===== src/rtl/tpbd_pkg.sv =====
// ----------------------------------------------------------------------------
// tpbd_pkg
// Types, constants and helper functions for the tape pulse byte decoder.
// ----------------------------------------------------------------------------
package tpbd_pkg;

    // Widths of the item fields and of the configuration port.
    localparam int unsigned TimeWidth = 32;
    localparam int unsigned DurWidth  = 16;
    localparam int unsigned ByteWidth = 8;
    localparam int unsigned CfgWidth  = 32;
    localparam int unsigned CfgIdxW   = 3;

    // Padded stream data widths.
    localparam int unsigned SDataWidth = 40;
    localparam int unsigned MDataWidth = 8;

    // Configuration register indexes.
    typedef enum logic [CfgIdxW-1:0] {
        REG_PILOT     = 3'd0,
        REG_SYNC_HIGH = 3'd1,
        REG_SYNC_LOW  = 3'd2,
        REG_ZERO      = 3'd3,
        REG_ONE       = 3'd4
    } cfg_reg_t;

    // Window register values after reset.
    localparam logic [CfgWidth-1:0] PilotWindowRst    = 32'd157288300;
    localparam logic [CfgWidth-1:0] SyncHighWindowRst = 32'd47841880;
    localparam logic [CfgWidth-1:0] SyncLowWindowRst  = 32'd52429450;
    localparam logic [CfgWidth-1:0] ZeroWindowRst     = 32'd62259960;
    localparam logic [CfgWidth-1:0] OneWindowRst      = 32'd124519900;

    // Bit mask value that selects the most significant bit of a byte.
    localparam logic [ByteWidth-1:0] ByteTopBit = 8'd128;

    // Classes of a completed high-then-low pulse pair.
    typedef enum logic [2:0] {
        CLS_IDLE  = 3'd0,
        CLS_PILOT = 3'd1,
        CLS_SYNC  = 3'd2,
        CLS_ZERO  = 3'd3,
        CLS_ONE   = 3'd4
    } pair_class_t;

    // True when a duration lies within the inclusive bounds of a window.
    // The minimum sits in the low half, the maximum in the high half.
    function automatic logic in_window(input logic [CfgWidth-1:0] win,
                                       input logic [DurWidth-1:0] dur);
        return (dur >= win[DurWidth-1:0]) && (dur <= win[CfgWidth-1:DurWidth]);
    endfunction

    // Saturate an elapsed cycle count to the duration range.
    function automatic logic [DurWidth-1:0] sat_dur(input logic [TimeWidth-1:0] elapsed);
        return (|elapsed[TimeWidth-1:DurWidth]) ? {DurWidth{1'b1}}
                                                : elapsed[DurWidth-1:0];
    endfunction

endpackage


===== src/rtl/tape_pulse_byte_decoder.sv =====
// ----------------------------------------------------------------------------
// tape_pulse_byte_decoder
// Measures pulse widths on a tape output line and assembles data bytes.
// ----------------------------------------------------------------------------
// Each input transaction carries the level written to the tape line and the
// cycle time stamp of that write. The block measures high and low times
// (saturated to the duration range), classifies every completed high-then-low
// pair as pilot, sync, bit zero or bit one by the programmable windows, and
// shifts bits in most significant bit first. Each completed byte leaves as
// one output transaction, with m_tuser set on the first byte after a sync
// pair. An accepted item is held in the input register; the classify logic
// between the input register and the output register then loads its byte,
// if any, into the output register as the item advances. One item is
// accepted every cycle; the input stage holds only while a byte is waiting
// in the output register and m_tready is low. The user must write window
// registers only while the block is idle; the block itself does not
// enforce it.
// ----------------------------------------------------------------------------
module tape_pulse_byte_decoder
    import tpbd_pkg::*;
(
    input  logic                   aclk,
    input  logic                   aresetn,

    // Configuration write port.
    input  logic                   cfg_wr_en,
    input  logic [CfgIdxW-1:0]     cfg_index,
    input  logic [CfgWidth-1:0]    cfg_wdata,

    // Input stream: tdata = line_level [0], time_stamp [32:1], zero pad [39:33].
    input  logic                   s_tvalid,
    output logic                   s_tready,
    input  logic [SDataWidth-1:0]  s_tdata,

    // Output stream: tdata = data_byte [7:0]; tuser = first_of_block [0].
    output logic                   m_tvalid,
    input  logic                   m_tready,
    output logic [MDataWidth-1:0]  m_tdata,
    output logic                   m_tuser
);

    // Edge tracker phases.
    typedef enum logic [1:0] {
        PH_IDLE = 2'd0,
        PH_HIGH = 2'd1,
        PH_LOW  = 2'd2
    } phase_t;

    // Window registers.
    logic [CfgWidth-1:0]  pilot_win_reg;
    logic [CfgWidth-1:0]  sync_high_win_reg;
    logic [CfgWidth-1:0]  sync_low_win_reg;
    logic [CfgWidth-1:0]  zero_win_reg;
    logic [CfgWidth-1:0]  one_win_reg;

    // Input register.
    logic                 in_valid_reg;
    logic                 in_level_reg;
    logic [TimeWidth-1:0] in_time_reg;

    // Decoder state.
    phase_t               phase_reg, phase_next;
    logic [TimeWidth-1:0] last_time_reg;
    logic [DurWidth-1:0]  high_time_reg, high_time_next;
    logic [ByteWidth-1:0] byte_acc_reg, byte_acc_next;
    logic [ByteWidth-1:0] bit_mask_reg, bit_mask_next;
    logic                 first_pend_reg, first_pend_next;

    // Output register.
    logic                 out_valid_reg;
    logic [ByteWidth-1:0] out_byte_reg;
    logic                 out_first_reg;

    // Combinational step results.
    logic [DurWidth-1:0]  dur;
    pair_class_t          pair_class;
    logic                 emit;
    logic [ByteWidth-1:0] acc_bit;
    logic                 stall;
    logic                 advance;

    // The input stage holds only when the output register is full and blocked.
    assign stall    = in_valid_reg && out_valid_reg && !m_tready;
    assign advance  = in_valid_reg && !stall;
    assign s_tready = !stall;

    assign dur = sat_dur(in_time_reg - last_time_reg);

    // Classify the pair closed by the current high edge.
    always_comb begin
        priority if (in_window(pilot_win_reg, dur) &&
                     in_window(pilot_win_reg, high_time_reg)) begin
            pair_class = CLS_PILOT;
        end else if (in_window(sync_low_win_reg, dur) &&
                     in_window(sync_high_win_reg, high_time_reg)) begin
            pair_class = CLS_SYNC;
        end else if (in_window(zero_win_reg, dur) &&
                     in_window(zero_win_reg, high_time_reg)) begin
            pair_class = CLS_ZERO;
        end else if (in_window(one_win_reg, dur) &&
                     in_window(one_win_reg, high_time_reg)) begin
            pair_class = CLS_ONE;
        end else begin
            pair_class = CLS_IDLE;
        end
    end

    // Next state of the edge tracker and byte assembler for one item.
    always_comb begin
        phase_next      = phase_reg;
        high_time_next  = high_time_reg;
        byte_acc_next   = byte_acc_reg;
        bit_mask_next   = bit_mask_reg;
        first_pend_next = first_pend_reg;
        emit            = 1'b0;
        acc_bit         = byte_acc_reg | bit_mask_reg;

        unique case (phase_reg)
            PH_HIGH: begin
                if (in_level_reg) begin
                    phase_next = PH_IDLE;
                end else begin
                    high_time_next = dur;
                    phase_next     = PH_LOW;
                end
            end
            PH_LOW: begin
                if (!in_level_reg) begin
                    phase_next = PH_IDLE;
                end else begin
                    phase_next = PH_HIGH;
                    unique case (pair_class)
                        CLS_SYNC: begin
                            byte_acc_next   = '0;
                            bit_mask_next   = ByteTopBit;
                            first_pend_next = 1'b1;
                        end
                        CLS_ZERO, CLS_ONE: begin
                            if (pair_class == CLS_ONE) begin
                                byte_acc_next = acc_bit;
                            end
                            bit_mask_next = bit_mask_reg >> 1;
                            // The last bit of a byte completes it.
                            if (bit_mask_reg[0]) begin
                                emit            = 1'b1;
                                first_pend_next = 1'b0;
                                byte_acc_next   = '0;
                                bit_mask_next   = ByteTopBit;
                            end
                        end
                        default: begin
                        end
                    endcase
                end
            end
            default: begin
                phase_next = in_level_reg ? PH_HIGH : PH_IDLE;
            end
        endcase
    end

    // Window registers.
    always_ff @(posedge aclk) begin
        if (!aresetn) begin
            pilot_win_reg     <= PilotWindowRst;
            sync_high_win_reg <= SyncHighWindowRst;
            sync_low_win_reg  <= SyncLowWindowRst;
            zero_win_reg      <= ZeroWindowRst;
            one_win_reg       <= OneWindowRst;
        end else if (cfg_wr_en) begin
            unique case (cfg_index)
                REG_PILOT:     pilot_win_reg     <= cfg_wdata;
                REG_SYNC_HIGH: sync_high_win_reg <= cfg_wdata;
                REG_SYNC_LOW:  sync_low_win_reg  <= cfg_wdata;
                REG_ZERO:      zero_win_reg      <= cfg_wdata;
                REG_ONE:       one_win_reg       <= cfg_wdata;
                default: begin
                end
            endcase
        end
    end

    // Input register.
    always_ff @(posedge aclk) begin
        if (!aresetn) begin
            in_valid_reg <= 1'b0;
        end else if (s_tready) begin
            in_valid_reg <= s_tvalid;
        end
    end

    always_ff @(posedge aclk) begin
        if (s_tready && s_tvalid) begin
            in_level_reg <= s_tdata[0];
            in_time_reg  <= s_tdata[TimeWidth:1];
        end
    end

    // Decoder state, updated as each item leaves the input register.
    always_ff @(posedge aclk) begin
        if (!aresetn) begin
            phase_reg      <= PH_IDLE;
            last_time_reg  <= '0;
            high_time_reg  <= '0;
            byte_acc_reg   <= '0;
            bit_mask_reg   <= ByteTopBit;
            first_pend_reg <= 1'b0;
        end else if (advance) begin
            phase_reg      <= phase_next;
            last_time_reg  <= in_time_reg;
            high_time_reg  <= high_time_next;
            byte_acc_reg   <= byte_acc_next;
            bit_mask_reg   <= bit_mask_next;
            first_pend_reg <= first_pend_next;
        end
    end

    // Output register.
    always_ff @(posedge aclk) begin
        if (!aresetn) begin
            out_valid_reg <= 1'b0;
        end else if (advance && emit) begin
            out_valid_reg <= 1'b1;
        end else if (m_tready) begin
            out_valid_reg <= 1'b0;
        end
    end

    always_ff @(posedge aclk) begin
        if (advance && emit) begin
            out_byte_reg  <= acc_bit & {ByteWidth{pair_class == CLS_ONE}}
                             | byte_acc_reg;
            out_first_reg <= first_pend_reg;
        end
    end

    assign m_tvalid = out_valid_reg;
    assign m_tdata  = out_byte_reg;
    assign m_tuser  = out_first_reg;

endmodule


===== config.mk =====
export PLATFORM = sky130hd
export DESIGN_NAME = tape_pulse_byte_decoder
export DESIGN_NICKNAME = d
export VERILOG_FILES = /design/src/rtl/tpbd_pkg.sv /design/src/rtl/tape_pulse_byte_decoder.sv
export SDC_FILE = /design/constraint.sdc
export NUM_CORES = 1
export LEC_CHECK = 0
export BUFFER_PORTS_ARGS = -buffer_cell sky130_fd_sc_hd__buf_4
export CAP_MARGIN = 10
export CELL_PAD_IN_SITES_DETAIL_PLACEMENT = 0
export CELL_PAD_IN_SITES_GLOBAL_PLACEMENT = 1
export CORE_AREA = 2 2 205 207
export DETAILED_ROUTE_END_ITERATION = 10
export DIE_AREA = 0 0 207 209
export PLACE_DENSITY_LB_ADDON = 0.05
export SYNTH_ARGS = -nofsm -noshare
export SYNTH_HDL_FRONTEND = slang
export SYNTH_SLANG_ARGS = --single-unit

===== constraint.sdc =====
create_clock -name aclk -period 6.1 [get_ports aclk]
set_input_delay 1.22 -clock aclk [delete_from_list [all_inputs] [get_ports aclk]]
set_output_delay 1.22 -clock aclk [all_outputs]
set_load 0.03 [all_outputs]

======== Word level (Yosys, flattened, before mapping) ========
Cells that the tools add are included.
cells by class
  equal/unequal tests ..................... 11
  multiplexer cells ....................... 21
  bitwise logic cells ..................... 4
  $add $sub $neg .......................... 1
  order comparisons ....................... 16
  reductions and logical operators ........ 33
operators by type and width
  operator                                                                count
  16-bit >= comparator                                                    8
  16-bit less-or-equal comparator                                         8
  8-bit one-hot mux with 2 select lines                                   2
  32-bit subtractor                                                       1
  8-bit 2-to-1 mux                                                        3
  1-bit logical AND                                                       17
  16-bit 2-to-1 mux                                                       1
  8-bit OR                                                                2
  16-bit OR reduction                                                     1
  3-bit by 2-bit equality test with 1-bit output (second input constant)  4
  3-bit 2-to-1 mux                                                        4
  2-bit AND reduction                                                     5
  5-bit AND reduction                                                     2
  8-bit AND                                                               1
  1-bit 2-to-1 mux                                                        8
  3-bit equality test (second input constant)                             2
  2-bit 2-to-1 mux                                                        2
  4-bit AND reduction                                                     1
  2-bit nonzero test                                                      2
  3-bit by 1-bit equality test with 1-bit output (second input constant)  1
  3-bit zero test                                                         1
  3-bit inequality test (second input constant)                           1
  3-bit AND reduction                                                     1
  2-bit by 1-bit equality test with 1-bit output (second input constant)  1
  6 further kinds                                                         7
word-level totals
  output and inout port bits .............. 11
  bits in registers ....................... 271

======== Logic depth before layout (Yosys ltp) ========
Gate-level depths: netlist of run 1.
  word-level depth ........................ 17
  depth in mapped cells ................... 24
  depth with buffers taken out ............ 22

======== Worst setup path after synthesis of run 1 ========
No wires, ideal clock.
  kind .................................... flip-flop to flip-flop
  from .................................... register in_time_reg[0]
  to ...................................... register byte_acc_reg[0]
  path slack .............................. 0.420 ns
  cell stages (with the launch flop) ...... 25
  data required time ...................... 5.963 ns
  period minus slack after synthesis ...... 5.680 ns
  arrival time ............................ 5.542 ns
  path through ............................ edfxtp_1 inv_1 ha_1 fa_1 nand2b_1 a21oi_1 o21ai_0 nor4_1 nor2_1 mux2i_1 or4_1 nor4_4 buf_6 nand4_1 ha_1 nor2b_1 o211ai_1 a21oi_1 o31ai_1 a21oi_1 nor4_2 o31ai_1 buf_2 a21oi_1 nor2b_1
on the way
  cells in the longest elaborated chain, start to end .. 14
  elaborated cells between the ends (all ways) .. 31
RTL lines
  what                                                                                   RTL line                                                        source
  from (decl)                                                                            tape_pulse_byte_decoder.sv:59                                   logic [TimeWidth-1:0] in_time_reg;
  from (signal assigned)                                                                 tape_pulse_byte_decoder.sv:195                                  in_time_reg <= s_tdata[TimeWidth:1];
  32-bit subtractor (*)                                                                  tape_pulse_byte_decoder.sv:87                                   assign dur = sat_dur(in_time_reg - last_time_reg);
  16-bit OR reduction                                                                    tpbd_pkg.sv:55                                                  return (|elapsed[TimeWidth-1:DurWidth]) ? {DurWidth{1'b1}}
  16-bit 2-to-1 mux (*)                                                                  tpbd_pkg.sv:55
  via dur[1]                                                                             tape_pulse_byte_decoder.sv:75                                   logic [DurWidth-1:0] dur;
  16-bit >= comparator or 16-bit less-or-equal comparator (tied branches)                tpbd_pkg.sv:50                                                  return (dur >= win[DurWidth-1:0]) && (dur <= win[CfgWidth-1:DurWidth]);
  1-bit logical AND                                                                      tpbd_pkg.sv:50
  1-bit logical AND                                                                      tape_pulse_byte_decoder.sv:100                                  end else if (in_window(one_win_reg, dur) &&
  3-bit 2-to-1 mux                                                                       tape_pulse_byte_decoder.sv:100
  3-bit 2-to-1 mux                                                                       tape_pulse_byte_decoder.sv:97                                   end else if (in_window(zero_win_reg, dur) &&
  3-bit 2-to-1 mux                                                                       tape_pulse_byte_decoder.sv:94                                   end else if (in_window(sync_low_win_reg, dur) &&
  3-bit 2-to-1 mux (*)                                                                   tape_pulse_byte_decoder.sv:91                                   priority if (in_window(pilot_win_reg, dur) &&
  3-bit equality test or 3-bit by 2-bit equality test with 1-bit output (tied branches)  tape_pulse_byte_decoder.sv:132, tape_pulse_byte_decoder.sv:139
  2-bit OR reduction                                                                     tape_pulse_byte_decoder.sv:132                                  unique case (pair_class)
  3-bit inequality test (no source line) or 2-bit nonzero test (tied branches)           -
  5-bit AND reduction (no source line)                                                   -
  to (signal assigned)                                                                   tape_pulse_byte_decoder.sv:212                                  byte_acc_reg <= byte_acc_next;
  to (decl)                                                                              tape_pulse_byte_decoder.sv:65                                   logic [ByteWidth-1:0] byte_acc_reg, byte_acc_next;
Mark *: on every way through the listed nets, which the timed path passes. The rest lies on a longest branch.
A chain may end at the register's enable or synchronous reset.

======== Final worst setup path of run 1 ========
  from .................................... register in_time_reg[0]
  to ...................................... register bit_mask_reg[1]
on the way
  cells in the longest elaborated chain, start to end .. 14
  elaborated cells between the ends (all ways) .. 30
RTL lines
  what                                                                                   RTL line                        source
  32-bit subtractor (*)                                                                  tape_pulse_byte_decoder.sv:87
  16-bit OR reduction                                                                    tpbd_pkg.sv:55
  16-bit 2-to-1 mux (*)                                                                  tpbd_pkg.sv:55
  via dur[7]                                                                             tape_pulse_byte_decoder.sv:75
  16-bit >= comparator or 16-bit less-or-equal comparator (tied branches)                tpbd_pkg.sv:50
  1-bit logical AND                                                                      tpbd_pkg.sv:50
  1-bit logical AND                                                                      tape_pulse_byte_decoder.sv:100
  3-bit 2-to-1 mux                                                                       tape_pulse_byte_decoder.sv:100
  3-bit 2-to-1 mux                                                                       tape_pulse_byte_decoder.sv:97
  3-bit 2-to-1 mux                                                                       tape_pulse_byte_decoder.sv:94
  3-bit 2-to-1 mux (*)                                                                   tape_pulse_byte_decoder.sv:91
  3-bit equality test or 3-bit by 2-bit equality test with 1-bit output (tied branches)  tape_pulse_byte_decoder.sv:132
  2-bit OR reduction                                                                     tape_pulse_byte_decoder.sv:132
  2-bit nonzero test (no source line)                                                    -
  4-bit AND reduction (no source line)                                                   -
  to (signal assigned)                                                                   tape_pulse_byte_decoder.sv:206  bit_mask_reg <= ByteTopBit;
  to (signal assigned)                                                                   tape_pulse_byte_decoder.sv:213  bit_mask_reg <= bit_mask_next;
  to (decl)                                                                              tape_pulse_byte_decoder.sv:66   logic [ByteWidth-1:0] bit_mask_reg, bit_mask_next;
Marked as above.

==> impl_results.md, run 1 <==
- Fin Clk Skew: 0.0127 ns
- CP Buf/Inv Count: 8
- Port Buffer Count: 83
- Slowest CP cell: or4_4
- # clock sinks: 271
- Ports: 91
- Residual DRC: 0
- Clock buffer depth: 3
- Max H-tree Level: 2
- Max_cap viols: 0
- Ant diodes: 0
- Mean Syn Cell Area: 8.23 um2
- CP startpoint: in_time_reg[0]
- # rows: 75
- Critical Path Max Stage Delay: 0.55 ns
- CP Capture Point: bit_mask_reg[1]
- Final Setup Violations: 0
- Synth top area share: 26.3%
- Clk Latency, worst-skew pair: 0.55 ns
- CTS root buf: clkbuf_16
- Fin util: 50.9%
- RR Startpoint: in_time_reg[0]
- Placed cell area: 19300 um2
- Fillers: 3956
- Seq cells post-synth: 271
- Worst Tran Pin Value: 1.31 ns
- First-pass GRT wire length: 84500 um
- Total grt overflow: 0
- Max-slew violations: 0
- Starting density of the core: 42.2%
- DR vias: 15500
- CTS buffer count: 36
- Synthesized instance count: 2120
- Die height: 209 um
- Die width: 207 um
- RR Endpoint: bit_mask_reg[1]
- Fraction of layout cells with a size suffix above 1: 15.2%
- Routability cong.: 0.871
- Hold crit path type: register to register
- Outcome: finished, final reports clean
- Final instance area: 21000 um2
- Register area share after synthesis: 33.5%
- CP required: 6.53 ns
- Most frequently used flop master after synthesis: dfxtp_1
- CTS Hold Buffers Added: 0
- Netlist cell types: 70
- Worst path depth: 29
- Net Count, Synth: 2488
- TritonCTS clock tree: done
- Synth warnings: 0
- Max transition margin: 12.2%
- Fmax: 170 MHz
- DRT iter0 DRCs: 885
- Largest cells by area after synthesis: dfxtp_1 26%, ha_1 21%, nand2_1 8.9%
- Crit. End Element: register
- Post-synth top area cell: dfxtp_1
- Crit path top cell by count: buf_4
- Top post-synthesis cells by count: 412 x nand2_1, 287 x ha_1, 268 x a21oi_1
- Via density: 5.45
- R2R cell count: 29
- Flop2flop setup slack: 0.21 ns
- Antenna violations before repair: 0
- Setup_tns: 0 ns
- Peak supply drop: 223 uV
- Most frequent cell after synthesis: nand2_1
- Drt pass-1 iters: 6
- Vias in the first global route: 15000
- Pin count of the biggest net entering global routing: 79
- Asr flop ratio synth: 0%
- WL final: 54200 um
- CP top delay family: simple AND/OR/NAND/NOR gates
- Area Growth Syn to Fin: 20.4%
- WL/cell: 19.1 um
- GRT Util Overall: 24.8%
- NumNets Final: 2647
- CORE AREA: 41300 um2
- Setup WS pre-CTS: -0.509 ns
- Worst setup SP type: register
- Tmin final: 5.89 ns
- Reg clk slew, reported paths: 0.06 ns
- Post-DP HPWL: 39000 um
- Final Hold Viols: 0
- Fin crit share: 96.6%
- Worst Path Arrival: 6.32 ns
- Post-synth EDFFs: 42
- Pwr dens: 230 nW/um2
- Setup CP Type: register to register
- Final ANT Viol Nets: 0
- CP Max Fanout: 8
- Leak pwr: 8.94 nW
- Final WS setup: 0.208 ns
- Post-Syn Area: 17400 um2
- Die area: 43300 um2
cell usage in the layout, fill, tap and decap left out, types with 13 or more instances in the layout:
cell,synthesis,layout
nand2_1,412,412
ha_1,287,273
a21oi_1,268,256
dfxtp_1,229,228
buf_4,2,201
inv_1,194,193
o211ai_1,71,71
nand4_1,65,65
a21o_1,65,65
o21ai_0,55,51
nor2_1,55,50
edfxtp_1,42,42
clkbuf_16,0,38
nand3_1,28,27
nor2b_1,22,22
and3_1,22,20
a211oi_1,24,19
nand2b_1,17,16
a31oi_1,17,16
a21oi_2,3,14
ha_4,0,13
through the flow:
step           power [mW]  cells  hold WS (ns)
6_report             4.83   2844         0.447
3_3_place_gp         2.64   2768         0.424
3_5_place_dp         2.65   2768         0.431
5_1_grt              5.05   2844         0.465
2_1_floorplan        2.37   2120         0.409
4_1_cts              4.84   2833         0.446
kinds of logic (layout without fill, tap and decap cells):
logic type	Yosys count	in the layout	share of synthesized area (%)
DFF	271	271	33.5
and+or+nand+nor	672	672	17.4
adders and majority gates	288	288	20.7
AOI/OAI and AO/OA	572	572	20.4
muxes	11	11	0.631
xor gates and xnor gates	21	21	1.05
buffers and inverters	285	470	6.33
area by class of cell:
type	count	area, um2	area share, %
multi-input combinational	1564	10900	51.9
timing repair buffer	211	1640	7.80
clock buffer	50	1080	5.12
sequential	271	5850	27.8
tap	539	674	3.21
clock inverter	14	139	0.661
inverter	195	734	3.50
how the worst min path moves through the flow:
stage / from / to / slack, ns / cells past startpoint
after global routing: first_pend_reg / m_tuser / 0.46 / 0
after global placement: first_pend_reg / m_tuser / 0.42 / 0
after floorplan: first_pend_reg / m_tuser / 0.41 / 0
after detailed placement: first_pend_reg / m_tuser / 0.43 / 0
final: first_pend_reg / m_tuser / 0.45 / 0
after CTS: first_pend_reg / m_tuser / 0.45 / 0
where the power goes:
group	leakage [nW]	total [mW]	switching (mW)	internal (mW)
sequential	2.28	1.91	0.0338	1.87
combinational	6.07	0.758	0.447	0.310
clock	0.595	2.17	0.847	1.32
routing by layer:
metal / up-vias / share of wire, % / GRT usage, %
li1: 7838 / - / -
met1: 7248 / 49 / 34.8
met2: 344 / 44 / 38.9
met3: 82 / 5.5 / 4.19
met4: 0 / 2.4 / 7.39
met5: - / 0 / 0
worst reg2reg max path: cells and delay by family (launching register included):
family / cells / cell delay, ns
and+or+nand+nor: 9 / 1.81
DFF: 1 / 0.37
muxes: 2 / 0.19
adders and majority gates: 3 / 0.85
AOI/OAI and AO/OA: 7 / 1.44
buffers and inverters: 8 / 1.13
what timing repair did:
item                                    CTS  global route
pin swaps                                 0            18
setup buffers                             1            11
resized for setup                        10            75
gates cloned                              0             1
endpoints found under the setup margin   35            35
No activity file was read; power rests on OpenSTA's default activity.
==> run 2: changes to the inputs <==
SETUP_SLACK_MARGIN = 0.4   (was not set)
==> impl_results.md, run 2 (synthesized netlist as in run 1, its figures left out) <==
- Unrepaired setup endpoints after global routing: true
- Multi-input gate area: 11300 um2 (+3.5%)
- Routed met1 length: 26300 um (-0.16%)
- Clock power frac: 44.4% (-0.4 points)
- Worst Path Arrival: 6.14 ns (-0.18 ns)
- Commonest non-fill, non-tap cell in the layout: nand2_1
- Final Setup Violations: 0 (unchanged)
- DRT iter0 DRCs: 928 (+4.9%)
- Port Buffer Count: 83 (unchanged)
- Worst Tran Pin Value: 1.27 ns (-0.0485 ns)
- Die width: 207 um (unchanged)
- NumNets Final: 2673 (+0.98%)
- Clock buffer depth: 3 (unchanged)
- Non-filler cells, final: 2870 (+0.91%)
- Critical Path Max Stage Delay: 0.61 ns (+0.06 ns)
- Hold Path Stages: 0 (unchanged)
- Placed Cells: 2768 (unchanged)
- Fmax: 175 MHz (+3.1%)
- Setup CP Type: register to register
- Clk Latency, worst-skew pair: 0.55 ns (about the same)
- Ports: 91 (unchanged)
- CP required: 6.53 ns (about the same)
- Sw Share: 27.6% (+0.11 points)
- Starting density of the core: 42.2% (unchanged)
- Placed cell area: 19300 um2 (unchanged)
- Die height: 209 um (unchanged)
- Residual DRC: 0 (unchanged)
- Drt pass-1 iters: 5 (-1)
- Net Switching: 1.35 mW (+1.4%)
- CP cell instances: ha_4 > and4_2 > and2_1 > a221o_1 > a21oi_2 > o221ai_2 > or4_4 > nor4_4 > buf_12 > buf_6 > buf_6 > nand4_1 > buf_6 > buf_6 > buf_4 > ha_1 > nand4_1 > o31a_1 > or4_4 > o2111a_1 > a21oi_2 > buf_6 > a211oi_2
- Vias in the first global route: 15200 (+1.9%)
- Internal power: 3.53 mW (+0.86%)
- Routability cong.: 0.871 (unchanged)
- Final Hold Viols: 0 (unchanged)
- Tmin final: 5.71 ns (-0.179 ns)
- Worst setup SP type: register
- Area Growth Syn to Fin: 24.2%
- Met2 wire length: 23900 um (+1.3%)
- Ant diodes: 0 (unchanged)
- R2R cell count: 23 (-21%)
- Crit. End Element: register
- Reg clk slew, reported paths: 0.06 ns (about the same)
- Via density: 5.49 (+0.74%)
- TritonCTS clock tree: done
- CTS buffer count: 36 (unchanged)
- WL final: 55000 um (+1.4%)
- Setup WS pre-CTS: -0.509 ns (unchanged)
- Final instance area: 21700 um2 (+3.1%)
- CTS root buf: clkbuf_16
- # rows: 75 (unchanged)
- Max transition margin: 15.4% (+3.2 points)
- Routed wl met3: 3240 um (+9.4%)
- Post-DP HPWL: 39000 um (unchanged)
- First-pass GRT wire length: 85900 um (+1.6%)
- Crit path top cell by count: buf_6
- CP Max Fanout: 7 (-1)
- Fin Clk Skew: 0.0131 ns (+0.000416 ns)
- Total Power: 4.88 mW (+1.0%)
- Pwr dens: 225 nW/um2 (-2.1%)
- Slowest CP cell: or4_4
- Die area: 43300 um2 (unchanged)
- Max_cap viols: 0 (unchanged)
- Comb pwr share: 16.5% (+0.8 points)
- Reg power frac: 39.1% (-0.4 points)
- Final WS setup: 0.387 ns (+0.179 ns)
- WL/cell: 19.2 um (+0.47%)
- Fillers: 3898 (-1.5%)
- Leak pwr: 9.14 nW (+2.2%)
- Peak supply drop: 223 uV (about the same)
- Total grt overflow: 0 (unchanged)
- Hold WS: 0.446 ns (-0.000668 ns)
- Hold crit path type: register to register
- Pin count of the biggest net entering global routing: 79 (unchanged)
- Most frequent cells in the layout: 411 x nand2_1, 256 x ha_1, 249 x a21oi_1
- Top Metal Used: met4
- Antenna violations before repair: 0 (unchanged)
- Fraction of layout cells with a size suffix above 1: 18.2% (+3.0 points)
- DR vias: 15800 (+1.7%)
- Fin crit share: 93.7% (-2.9 points)
- Outcome: finished, final reports clean
- Sequential Area: 5850 um2 (about the same)
- # clock sinks: 271 (unchanged)
- Setup_tns: 0 ns (unchanged)
- CORE AREA: 41300 um2 (unchanged)
- Final ANT Viol Nets: 0 (unchanged)
- Max H-tree Level: 2 (unchanged)
- GRT Util Overall: 25.1% (+0.38 points)
- Max-slew violations: 0 (unchanged)
- Fin util: 52.5% (+1.6 points)
==> run 2: layer usage <==
layer | track usage, % | vias up
li1 | - | 7893
met1 | 35.0 | 7438
met3 | 5.00 | 95
met2 | 39.5 | 344
met5 | 0 | -
met4 | 7.24 | 0
==> run 2: what timing repair did <==
item | CTS | global route
gates cloned | 1 | 1
resized for setup | 102 | 64
hold buffers | 0 | 0
endpoints found under the setup margin | 35 | 35
setup buffers | 23 | 13
pin swaps | 31 | 38
==> run 2: power groups by stage <==
stage,logic (mW),clock network (mW),registers [mW]
floorplan,0.437,0,1.93
global placement,0.700,0,1.94
detailed placement,0.708,0,1.94
CTS,0.744,2.22,1.91
global route,0.892,2.30,1.92
finish,0.806,2.17,1.91
==> run 2: final timing paths <==
| kind | slack [ns] | end | startpoint |
|---|---|---|---|
| worst max-delay path | 0.39 | byte_acc_reg[1] | in_time_reg[18] |
| worst min-delay path | 0.45 | m_tuser | first_pend_reg |
| worst max register to register | 0.39 | byte_acc_reg[1] | in_time_reg[18] |
| worst min register to register | 0.45 | m_tuser | first_pend_reg |
==> run 2: critical path, delay by kind of cell (launching register included) <==
family	cells	cell delay (ns)
compound gates	7	1.43
buf+inv	7	0.93
flops	1	0.46
simple gates	7	2.17
fa+ha+maj	2	0.58
==> run 2: area by class of cell <==
class	count	area share [%]
Clock buffer	50	4.97
Timing Repair Buffer	237	8.84
Sequential cell	271	27.0
Inverter	195	3.39
Tap cell	539	3.11
Multi-Input combinational cell	1564	52.1
Clock inverter	14	0.641
